<file path="config.mk">
export PLATFORM = sky130hd
export DESIGN_NAME = tir_front
export DESIGN_NICKNAME = d
export VERILOG_FILES = /design/src/rtl/tir_pkg.sv /design/src/rtl/tir_front.sv
export SDC_FILE = /design/constraint.sdc
export NUM_CORES = 1
export LEC_CHECK = 0
export BUFFER_PORTS_ARGS = -buffer_cell sky130_fd_sc_hd__buf_4
export CORE_MARGIN = 2
export CORE_UTILIZATION = 40
export CTS_CLUSTER_DIAMETER = 50
export DETAILED_ROUTE_END_ITERATION = 6
export GPL_TIMING_DRIVEN = 0
export PLACE_DENSITY_LB_ADDON = 0.05
export SKIP_CTS_REPAIR_TIMING = 1
export SLEW_MARGIN = 20
export SYNTH_ARGS = -nofsm -noshare
export SYNTH_HDL_FRONTEND = slang
export SYNTH_SLANG_ARGS = --single-unit
</file>
<file path="constraint.sdc">
create_clock -name clk -period 10.1 [get_ports clk]
set_clock_uncertainty 0.1 [all_clocks]
set_input_delay 1.01 -clock clk [delete_from_list [all_inputs] [get_ports clk]]
set_output_delay 1.01 -clock clk [all_outputs]
set_load 0.1 [all_outputs]
</file>
<file path="src/rtl/tir_pkg.sv">
// tir_pkg: shared types and constants for the table interpolating reader
// used by tir_front, tir_back and table_interpolating_reader
package tir_pkg;

    localparam logic CMD_WRITE = 1'b0;
    localparam logic CMD_READ  = 1'b1;

    localparam logic [1:0] REG_TABLE_SIZE    = 2'd0;
    localparam logic [1:0] REG_INTERP_MODE   = 2'd1;
    localparam logic [1:0] REG_EDGE_MODE     = 2'd2;
    localparam logic [1:0] REG_DEFAULT_VALUE = 2'd3;

    localparam int CFG_INDEX_BITS = 8;
    localparam int CFG_DATA_BITS  = 16;
    localparam int SIZE_BITS      = 11;
    localparam int DEFAULT_BITS   = 16;

    typedef struct packed {
        logic [SIZE_BITS-1:0]    table_size;
        logic                    interp_mode;
        logic                    edge_mode;
        logic [DEFAULT_BITS-1:0] default_value;
    } cfg_t;

endpackage

</file>
<file path="src/rtl/tir_front.sv">
// tir_front: accepts items, classifies them and resolves neighbor addresses
// depends on tir_pkg
module tir_front #(
    parameter int TABLE_DEPTH = 1024,
    parameter int SAMPLE_BITS = 16,
    parameter int FRAC_BITS   = 16,
    parameter int ADDR_BITS   = 10,
    parameter int WADDR_BITS  = 10
) (
    input  logic                          clk,
    input  logic                          rst_n,
    input  tir_pkg::cfg_t                 cfg,
    input  logic                          in_valid,
    output logic                          in_ready,
    input  logic                          command,
    input  logic [WADDR_BITS-1:0]         write_address,
    input  logic signed [SAMPLE_BITS-1:0] write_value,
    input  logic signed [31:0]            read_index,
    output logic                          q_valid,
    input  logic                          q_ready,
    output logic                          q_is_read,
    output logic                          q_is_write,
    output logic                          q_use_default,
    output logic [4*ADDR_BITS-1:0]        q_addrs,
    output logic [FRAC_BITS-1:0]          q_frac,
    output logic [WADDR_BITS-1:0]         q_waddr,
    output logic signed [SAMPLE_BITS-1:0] q_wdata
);

    localparam int SB = ADDR_BITS + 2;
    localparam int IPB = 33 - FRAC_BITS;
    localparam int DIV_CNT_BITS = $clog2(IPB + 1);

    localparam logic [1:0] ST_IDLE  = 2'd0;
    localparam logic [1:0] ST_DIV   = 2'd1;
    localparam logic [1:0] ST_OUT   = 2'd2;
    localparam logic [1:0] ST_ADDR  = 2'd3;

    logic [1:0] state_reg, state_next;
    logic is_read_reg, is_write_reg, use_def_reg;
    logic [WADDR_BITS-1:0] waddr_reg;
    logic signed [SAMPLE_BITS-1:0] wdata_reg;
    logic [FRAC_BITS-1:0] frac_reg;
    logic [SB-1:0] size_reg;
    logic [IPB-1:0] rem_src_reg;
    logic [SB-1:0] rem_reg;
    logic neg_reg;
    logic [DIV_CNT_BITS-1:0] cnt_reg;
    logic [4*ADDR_BITS-1:0] addrs_reg;

    logic [SB-1:0] size_eff;
    logic [SB-1:0] last;
    logic signed [32:0] ip_full;
    logic [SB-1:0] rem_shift, rem_sub;
    logic [SB-1:0] ipw, i0w, i2w, i3w;
    logic [SB-1:0] i0c, i2c, i3c, ipc;
    logic [FRAC_BITS-1:0] fc;

    always_comb
    begin
        if (32'(cfg.table_size) > 32'(TABLE_DEPTH))
            size_eff = SB'(TABLE_DEPTH);
        else
            size_eff = SB'(cfg.table_size);
    end
    assign last = size_eff - SB'(1);
    assign ip_full = 33'(read_index) >>> FRAC_BITS;

    // clamp mode resolved in one step
    always_comb
    begin
        fc  = read_index[FRAC_BITS-1:0];
        ipc = SB'(ip_full);
        if (read_index[31])
        begin
            ipc = '0;
            fc  = '0;
        end
        else if (ip_full >= 33'(last))
        begin
            ipc = last;
            fc  = '0;
        end
        i0c = (ipc != '0) ? ipc - SB'(1) : '0;
        i2c = (ipc < last) ? ipc + SB'(1) : last;
        i3c = (ipc + SB'(1) < last) ? ipc + SB'(2) : last;
    end

    // restoring remainder step for wrap mode
    assign rem_shift = {rem_reg[SB-2:0], rem_src_reg[IPB-1]};
    assign rem_sub   = (rem_shift >= size_reg) ? rem_shift - size_reg : rem_shift;

    always_comb
    begin
        ipw = (neg_reg && rem_reg != '0) ? size_reg - rem_reg : rem_reg;
        i0w = (ipw == '0) ? size_reg - SB'(1) : ipw - SB'(1);
        i2w = (ipw + SB'(1) >= size_reg) ? ipw + SB'(1) - size_reg : ipw + SB'(1);
        i3w = (ipw + SB'(2) >= size_reg) ? ipw + SB'(2) - size_reg : ipw + SB'(2);
        if (i3w >= size_reg)
            i3w = i3w - size_reg;
    end

    assign in_ready = (state_reg == ST_IDLE);

    always_comb
    begin
        state_next = state_reg;
        unique case (state_reg)
            ST_IDLE:
                if (in_valid)
                begin
                    if (command == tir_pkg::CMD_READ && size_eff != '0 && cfg.edge_mode)
                        state_next = ST_DIV;
                    else
                        state_next = ST_OUT;
                end
            ST_DIV:
                if (cnt_reg == '0)
                    state_next = ST_ADDR;
            ST_ADDR:
                state_next = ST_OUT;
            ST_OUT:
                if (q_ready)
                    state_next = ST_IDLE;
            default:
                state_next = ST_IDLE;
        endcase
    end

    always_ff @(posedge clk or negedge rst_n)
    begin
        if (!rst_n)
            state_reg <= ST_IDLE;
        else
            state_reg <= state_next;
    end

    always_ff @(posedge clk)
    begin
        if (state_reg == ST_IDLE && in_valid)
        begin
            is_read_reg  <= (command == tir_pkg::CMD_READ);
            is_write_reg <= (command == tir_pkg::CMD_WRITE)
                            && (32'(write_address) < 32'(TABLE_DEPTH));
            use_def_reg  <= (size_eff == '0);
            waddr_reg    <= write_address;
            wdata_reg    <= write_value;
            size_reg     <= size_eff;
            rem_reg      <= '0;
            cnt_reg      <= DIV_CNT_BITS'(IPB - 1);
            if (cfg.edge_mode)
            begin
                frac_reg    <= read_index[FRAC_BITS-1:0];
                neg_reg     <= ip_full[32];
                rem_src_reg <= ip_full[32] ? IPB'(-ip_full) : IPB'(ip_full);
            end
            else
            begin
                frac_reg  <= fc;
                addrs_reg <= {ADDR_BITS'(i3c), ADDR_BITS'(i2c),
                              ADDR_BITS'(ipc), ADDR_BITS'(i0c)};
            end
        end
        else if (state_reg == ST_DIV)
        begin
            rem_reg     <= rem_sub;
            rem_src_reg <= {rem_src_reg[IPB-2:0], 1'b0};
            cnt_reg     <= cnt_reg - DIV_CNT_BITS'(1);
        end
        else if (state_reg == ST_ADDR)
        begin
            // final wrap addresses need the finished remainder
            addrs_reg <= {ADDR_BITS'(i3w), ADDR_BITS'(i2w),
                          ADDR_BITS'(ipw), ADDR_BITS'(i0w)};
        end
    end

    assign q_valid       = (state_reg == ST_OUT);
    assign q_is_read     = is_read_reg;
    assign q_is_write    = is_write_reg;
    assign q_use_default = use_def_reg;
    assign q_addrs       = addrs_reg;
    assign q_frac        = frac_reg;
    assign q_waddr       = waddr_reg;
    assign q_wdata       = wdata_reg;

endmodule

</file>
==> impl_metrics.json, run 1 <==
{
  "status": "finished, final reports clean",
  "die_h_um": 172,
  "rsz0062_at_grt": "false",
  "dr_wl_met3_um": 2340,
  "first_pass_iters": 6,
  "cts-root-buf": "clkbuf_16",
  "fin_nets": 1624,
  "grt_max_degree": 47,
  "synth_cell_types": 84,
  "dp_hpwl_um": 28600,
  "clockBufferDepth": 2,
  "crit_path_start": "size_reg[0]$_DFFE_PP_",
  "startpoint_type": "flip-flop",
  "syn_avg_cell_area_um2": 9.02,
  "route.met2.wl_um": 16800,
  "portBuffers": 159,
  "crit_required_ns": 10.26,
  "largest_reg_flops": 40,
  "initial_core_util_pct": 40.6,
  "critPathMaxFanout": 10,
  "die_w_um": 172,
  "synth_top_area_share_pct": 30.4,
  "dp_cells": 1789,
  "critical_path_arrival_ns": 9.44,
  "synthFlopType": "edfxtp_1",
  "setup_violations": 0,
  "worstMarginPinSlew_ns": 1.21,
  "vias_per_cell": 5.66,
  "topRoutingLayerUsed": "met4",
  "maxCapViolations": 0,
  "boundaryPins": 179,
  "synthTopCellsByArea": "edfxtp_1 (30%), ha_1 (11%), xnor2_1 (4.4%)",
  "track_usage_pct": 24.8,
  "cts.clk_slew.worst_paths_ns": 0.07,
  "yosysSeqAreaShare_pct": 33.8,
  "drive_gt1_share_pct": 18.3,
  "async_reset_ff_share_pct": 1.50,
  "crit_slowest_cell": "a31oi_2",
  "wl_met1_um": 17300,
  "clock_latency_ns": 0.45,
  "cts_buffers": 17,
  "syn_area_um2": 11300,
  "slew_violations": 0,
  "final_cell_mix": "buf_4 (164), nor2_1 (117), edfxtp_1 (114)",
  "ys_ff_latch": 133,
  "final_common_cell": "buf_4",
  "reg2reg_from": "size_reg[0]$_DFFE_PP_",
  "drtAntennaViolNets": 0,
  "grt-ovfl-total": 0,
  "final_cell_count_no_fill": 1820,
  "period_minus_slack_ns": 9.28,
  "end_kind": "flip-flop",
  "grt_pass1_vias": 9509,
  "netlist_instances": 1249,
  "wl_um": 37400,
  "antenna_cells": 0,
  "yosysWarnings": 0,
  "timing.final.crit_share_pct": 91.9,
  "rows": 61,
  "drt_iter0_drc": 867,
  "fmax_mhz": 108,
  "area_growth_pct": 21.8,
  "synth_edf_count": 114,
  "core_region_area_um2": 27800,
  "die_area_um2": 29500,
  "cts_max_level": 4,
  "cts_tree": "yes",
  "antenna_found_initial": 0,
  "wl_per_cell_um": 20.5,
  "grt_pass1_wl_um": 55400,
  "drc": 0,
  "synth_top_area_cell": "edfxtp_1",
  "hold_viol_final": 0,
  "relSlewSlack_pct": 19.3,
  "hold_class": "primary input to async pin",
  "gp_congestion": 0.916,
  "num_vias": 10300,
  "synth_nets": 1444,
  "crit_type": "flip-flop to flip-flop",
  "cts_sinks": 133,
  "critPathMaxStageDelay_ns": 0.61
}
area by class of cell:
| cell class | instances | area [um2] |
|---|---|---|
| flip-flops and latches | 133 | 3810 |
| plain buffers | 49 | 218 |
| fillers | 2698 | 14100 |
| repair buffers | 162 | 1280 |
| multi-input cells | 988 | 7010 |
| clock inverters | 14 | 214 |
| clock buffers | 18 | 429 |
| inverters | 78 | 293 |
| well taps | 378 | 473 |
cell usage after synthesis (5+ instances only):
cell,instances
edfxtp_1,114
o21a_1,10
nor2_1,118
nand2_1,104
a21oi_1,70
or3_1,6
clkbuf_1,32
buf_2,8
nor2b_1,41
mux2i_1,43
a31oi_1,14
o211ai_1,8
mux2_2,15
buf_1,5
nand4_1,22
nor4_1,6
nor3_1,43
dfxtp_1,17
or4_1,5
nand3_1,20
and2_1,6
o21ai_0,67
inv_1,77
o21ai_1,9
xnor2_1,56
a211oi_1,18
o22ai_1,16
and3_1,6
fa_1,5
buf_4,5
nor4_2,5
nand2b_1,18
xor2_1,40
a211oi_2,6
a21o_1,18
ha_1,98
o31ai_1,13
a21boi_0,8
path summary, 6_finish.rpt:
| check | end | slack, ns | depth (start not counted) |
|---|---|---|---|
| max | q_addrs[33]$_DFFE_PP_ | 0.82 | 35 |
| min | state_reg[0]$_DFFE_PN0P_ | 0.23 | 1 |
| max reg2reg | q_addrs[33]$_DFFE_PP_ | 0.82 | 35 |
| min reg2reg | cnt_reg[4]$_SDFFE_PP1P_ | 0.41 | 2 |
| max in group asynchronous | state_reg[1]$_DFFE_PN0P_ | 9.57 | 1 |
| min in group clk | cnt_reg[4]$_SDFFE_PP1P_ | 0.41 | 2 |
worst max-delay path, delay by kind of cell (launching register included):
kind            cells  cell delay [ns]
xor+xnor            2             0.43
buf+inv             7             1.24
fa+ha+maj           6             1.90
simple gates        5             1.10
flops               1             0.57
mux                 1             0.35
compound gates     14             3.42
layer usage:
metal,vias up,global-route usage (%)
met4,0,8.26
met1,4936,34.5
met5,-,0
met2,363,38.9
li1,4959,-
met3,51,4.46
metrics by stage:
step | instance area [um2] | hold slack (ns) | util (%) | TNS, ns | setup slack [ns]
floorplan | 11300 | 0.366 | - | 0 | 1.95
global placement | 12900 | 0.392 | 46.6 | -7.25 | -0.863
detailed placement | 13000 | 0.392 | 46.9 | -6.79 | -0.840
CTS | 13700 | 0.224 | 49.3 | -2.66 | -0.429
global route | 13700 | 0.221 | 49.4 | 0 | 0.0649
finish | 13700 | 0.232 | 49.4 | 0 | 0.818
logic make-up (layout without fill, tap and decap cells):
group                    count (synthesis)  count (layout)  share of synthesized area, %
AND/OR/NAND/NOR                        419             419                          18.5
AO/OA/AOI/OAI                          310             310                          18.3
flip-flops                             133             133                          33.8
buffers and inverters                  128             321                          4.52
adder cells (fa/ha/maj)                103             103                          11.8
XOR/XNOR                                96              96                          7.46
multiplexers                            60              60                          5.55
Power of run 1 is not shown: default switching activity piles up to over one toggle a cycle in this logic, so the estimate is an artifact.
==> run 2, diff against run 1 <==
--- a/config.mk
+++ b/config.mk
@@ -7,7 +7,7 @@
 export LEC_CHECK = 0
 export BUFFER_PORTS_ARGS = -buffer_cell sky130_fd_sc_hd__buf_4
 export CORE_MARGIN = 2
-export CORE_UTILIZATION = 40
+export CORE_UTILIZATION = 30
 export CTS_CLUSTER_DIAMETER = 50
 export DETAILED_ROUTE_END_ITERATION = 6
 export GPL_TIMING_DRIVEN = 0
==> impl_metrics.json, run 2 (synthesis results as in run 1) <==
{
  "cts_max_level": 4,
  "antenna_cells": 0,
  "end_kind": "flip-flop",
  "largest_reg_flops": 40,
  "first_pass_iters": 5,
  "grt_pass1_vias": 10000,
  "status": "finished, final reports clean",
  "slew_violations": 0,
  "grt-ovfl-total": 0,
  "relSlewSlack_pct": 30.2,
  "hold_viol_final": 0,
  "dp_hpwl_um": 32100,
  "cts_sinks": 133,
  "startpoint_type": "primary input",
  "core_region_area_um2": 36800,
  "initial_core_util_pct": 30.6,
  "grt_max_degree": 46,
  "clockBufferDepth": 2,
  "wl_um": 41000,
  "critPathTopFamily": "compound AO/OA/AOI/OAI gates",
  "crit_required_ns": 10.14,
  "fin_nets": 1625,
  "final_cell_mix": "buf_4 (164), nor2_1 (117), edfxtp_1 (114)",
  "crit_type": "primary input to flip-flop",
  "setup_violations": 0,
  "gp_congestion": 0.861,
  "cts-root-buf": "clkbuf_16",
  "timing.final.crit_share_pct": 93.4,
  "rows": 70,
  "wl_per_cell_um": 21.5,
  "rsz0062_at_grt": "false",
  "antenna_found_initial": 2,
  "track_usage_pct": 21.0,
  "critical_path_arrival_ns": 9.47,
  "drt_iter0_drc": 753,
  "worstMarginPinSlew_ns": 1.04,
  "die_h_um": 198,
  "vias_per_cell": 5.34,
  "drive_gt1_share_pct": 18.2,
  "period_minus_slack_ns": 9.43,
  "crit_top_cell": "ha_1",
  "boundaryPins": 179,
  "timing.final.ws_setup_ns": 0.667,
  "num_vias": 10200,
  "critPathMaxFanout": 10,
  "maxCapViolations": 0,
  "portBuffers": 159,
  "cts.clk_slew.worst_paths_ns": 0.07,
  "cts_buffers": 17,
  "clock_latency_ns": 0.45,
  "cts_tree": "yes",
  "crit_buf_inv": 8,
  "fmax_mhz": 106,
  "drtAntennaViolNets": 0,
  "area_growth_pct": 21.8,
  "place_ws_ns": -1.09,
  "final_common_cell": "buf_4",
  "grt_pass1_wl_um": 60700,
  "die_area_um2": 39100,
  "crit_slowest_cell": "xnor2_1",
  "critPathMaxStageDelay_ns": 0.75,
  "hold_class": "primary input to async pin",
  "die_w_um": 198,
  "drc": 0
}
==> run 2: path summary, 6_finish.rpt <==
path | startpoint | end | slack, ns | cells past startpoint
worst max-delay path | cfg[28] | q_addrs[32]$_DFFE_PP_ | 0.67 | 31
worst min-delay path | rst_n | state_reg[0]$_DFFE_PN0P_ | 0.23 | 1
worst max register to register | size_reg[0]$_DFFE_PP_ | q_addrs[33]$_DFFE_PP_ | 0.89 | 35
worst min register to register | cnt_reg[4]$_SDFFE_PP1P_ | cnt_reg[4]$_SDFFE_PP1P_ | 0.41 | 2
max in group asynchronous | rst_n | state_reg[1]$_DFFE_PN0P_ | 9.58 | 1
min in group clk | cnt_reg[4]$_SDFFE_PP1P_ | cnt_reg[4]$_SDFFE_PP1P_ | 0.41 | 2
==> run 2: per-stage QoR <==
step | utilization, % | cell area [um2] | instances | hold slack (ns) | setup TNS, ns
floorplan | - | 11300 | 1249 | 0.366 | 0
global placement | 35.5 | 13000 | 1876 | 0.390 | -10.07
detailed placement | 35.7 | 13100 | 1878 | 0.387 | -9.91
CTS | 37.2 | 13700 | 1910 | 0.200 | -5.41
global route | 37.3 | 13700 | 1911 | 0.201 | 0
finish | 37.3 | 13700 | 1911 | 0.233 | 0
==> run 2: per-layer routing <==
layer,vias up,GRT usage [%],wire [um]
li1,4952,-,-
met5,-,0,0
met4,0,5.88,720
met3,38,3.75,1830
met2,268,35.0,19800
met1,4943,27.7,18600
==> run 2: layout make-up <==
type,instances,area [um2]
repair buffers,162,1250
multi-input cells,988,7000
inverters,78,293
clock inverters,15,143
clock buffers,17,425
flip-flops and latches,133,3810
fillers,3786,23100
well taps,468,586
plain buffers,50,221
Power of run 2 is left out for the same reason.
==> run 3, diff against run 2 <==
--- a/config.mk
+++ b/config.mk
@@ -12,7 +12,6 @@
 export DETAILED_ROUTE_END_ITERATION = 6
 export GPL_TIMING_DRIVEN = 0
 export PLACE_DENSITY_LB_ADDON = 0.05
-export SKIP_CTS_REPAIR_TIMING = 1
 export SLEW_MARGIN = 20
 export SYNTH_ARGS = -nofsm -noshare
 export SYNTH_HDL_FRONTEND = slang
==> constraint.sdc (replaced) <==
create_clock -name clk -period 10.1 [get_ports clk]
set_clock_uncertainty 0.1 [all_clocks]
set_input_delay 2.525 -clock clk [delete_from_list [all_inputs] [get_ports clk]]
set_output_delay 2.525 -clock clk [all_outputs]
set_load 0.1 [all_outputs]
==> impl_metrics.json, run 3 (synthesis results as in run 1) <==
{
  "final_cell_area_um2": 13800,
  "core_region_area_um2": 36800,
  "fmax_mhz": 104,
  "gp_congestion": 0.861,
  "antenna_found_initial": 2,
  "drive_gt1_share_pct": 19.2,
  "relSlewSlack_pct": 27.7,
  "place_ws_ns": -2.61,
  "grt_pass1_vias": 10000,
  "final_common_cell": "buf_4",
  "setup_violations": 0,
  "crit_top_cell": "ha_1",
  "cts_max_level": 4,
  "critical_path_arrival_ns": 9.64,
  "maxCapViolations": 0,
  "slew_violations": 0,
  "grt-ovfl-total": 0,
  "die_area_um2": 39100,
  "antenna_cells": 0,
  "clockBufferDepth": 2,
  "num_vias": 10200,
  "largest_reg_flops": 40,
  "hold_buffers": 0,
  "hold_viol_final": 0,
  "first_pass_iters": 5,
  "worst_hold_slack_ns": 0.409,
  "cts_tree": "yes",
  "cts-root-buf": "clkbuf_16",
  "boundaryPins": 179,
  "crit_type": "primary input to flip-flop",
  "hold_class": "flip-flop to flip-flop",
  "final_cell_mix": "buf_4 (167), nor2_1 (117), edfxtp_1 (114)",
  "timing.final.ws_setup_ns": 0.503,
  "crit_required_ns": 10.14,
  "cts_buffers": 17,
  "end_kind": "flip-flop",
  "fin_util_pct": 37.6,
  "timing.final.crit_share_pct": 95.0,
  "clock_latency_ns": 0.45,
  "drc": 0,
  "grt_pass1_wl_um": 60800,
  "crit_slowest_cell": "a2111oi_1",
  "die_w_um": 198,
  "portBuffers": 159,
  "critPathMaxFanout": 12,
  "wl_per_cell_um": 21.5,
  "fin_nets": 1625,
  "startpoint_type": "primary input",
  "place_area_um2": 13100,
  "die_h_um": 198,
  "area_growth_pct": 22.7,
  "grt_max_degree": 46,
  "drtAntennaViolNets": 0,
  "status": "finished, final reports clean",
  "cts_sinks": 133,
  "cts.clk_slew.worst_paths_ns": 0.06,
  "drt_iter0_drc": 720,
  "vias_per_cell": 5.33,
  "critPathMaxStageDelay_ns": 0.44,
  "initial_core_util_pct": 30.6,
  "rows": 70,
  "wl_um": 41000,
  "track_usage_pct": 21.0,
  "period_minus_slack_ns": 9.60,
  "dp_hpwl_um": 32100,
  "worstMarginPinSlew_ns": 1.07
}
run 3: final timing paths:
| path | from | end | slack (ns) | cells past startpoint |
|---|---|---|---|---|
| max in group asynchronous | rst_n | state_reg[1]$_DFFE_PN0P_ | 8.07 | 1 |
| min in group asynchronous | rst_n | state_reg[0]$_DFFE_PN0P_ | 1.75 | 1 |
| worst min-delay path | cnt_reg[4]$_SDFFE_PP1P_ | cnt_reg[4]$_SDFFE_PP1P_ | 0.41 | 2 |
| worst max-delay path | cfg[28] | q_addrs[32]$_DFFE_PP_ | 0.50 | 31 |
| worst min register to register | cnt_reg[4]$_SDFFE_PP1P_ | cnt_reg[4]$_SDFFE_PP1P_ | 0.41 | 2 |
| worst max register to register | size_reg[0]$_DFFE_PP_ | q_addrs[33]$_DFFE_PP_ | 0.89 | 35 |
run 3: layer usage:
metal | part of all wire, % | global-route usage (%) | vias up
li1 | - | - | 4952
met1 | 45 | 27.8 | 4933
met3 | 4.4 | 3.75 | 43
met4 | 1.9 | 5.88 | 0
met5 | 0 | 0 | -
met2 | 48 | 35.0 | 262
run 3: final cells by class:
| class | count | area [um2] |
|---|---|---|
| Clock inverter | 15 | 143 |
| Multi-Input combinational cell | 988 | 7090 |
| Inverter | 78 | 297 |
| Timing Repair Buffer | 164 | 1260 |
| Tap cell | 468 | 586 |
| Clock buffer | 17 | 425 |
| Fill cell | 3782 | 23000 |
| Buffer | 48 | 214 |
| Sequential cell | 133 | 3810 |
run 3: what timing repair did:
action / in CTS / in global routing
pin swaps: 1 / 1
endpoints found under the setup margin: 20 / 10
cloned: 0 / 0
buffers inserted: 1 / 2
gates resized for setup: 13 / 13
run 3: per-stage QoR:
stage,std cells,setup TNS [ns]
after global placement,1876,-36.15
after floorplan,1249,0
after detailed placement,1878,-36.78
after CTS,1909,0
final,1911,0
after global routing,1911,-0.0496
run 3: worst max-delay path: cells and delay by family:
| kind | cells | cell delay [ns] |
|---|---|---|
| compound gates | 11 | 2.59 |
| xor+xnor | 1 | 0.12 |
| fa+ha+maj | 4 | 1.12 |
| buf+inv | 5 | 1.21 |
| mux | 2 | 0.59 |
| simple gates | 8 | 1.45 |
Power of run 3 is left out for the same reason.
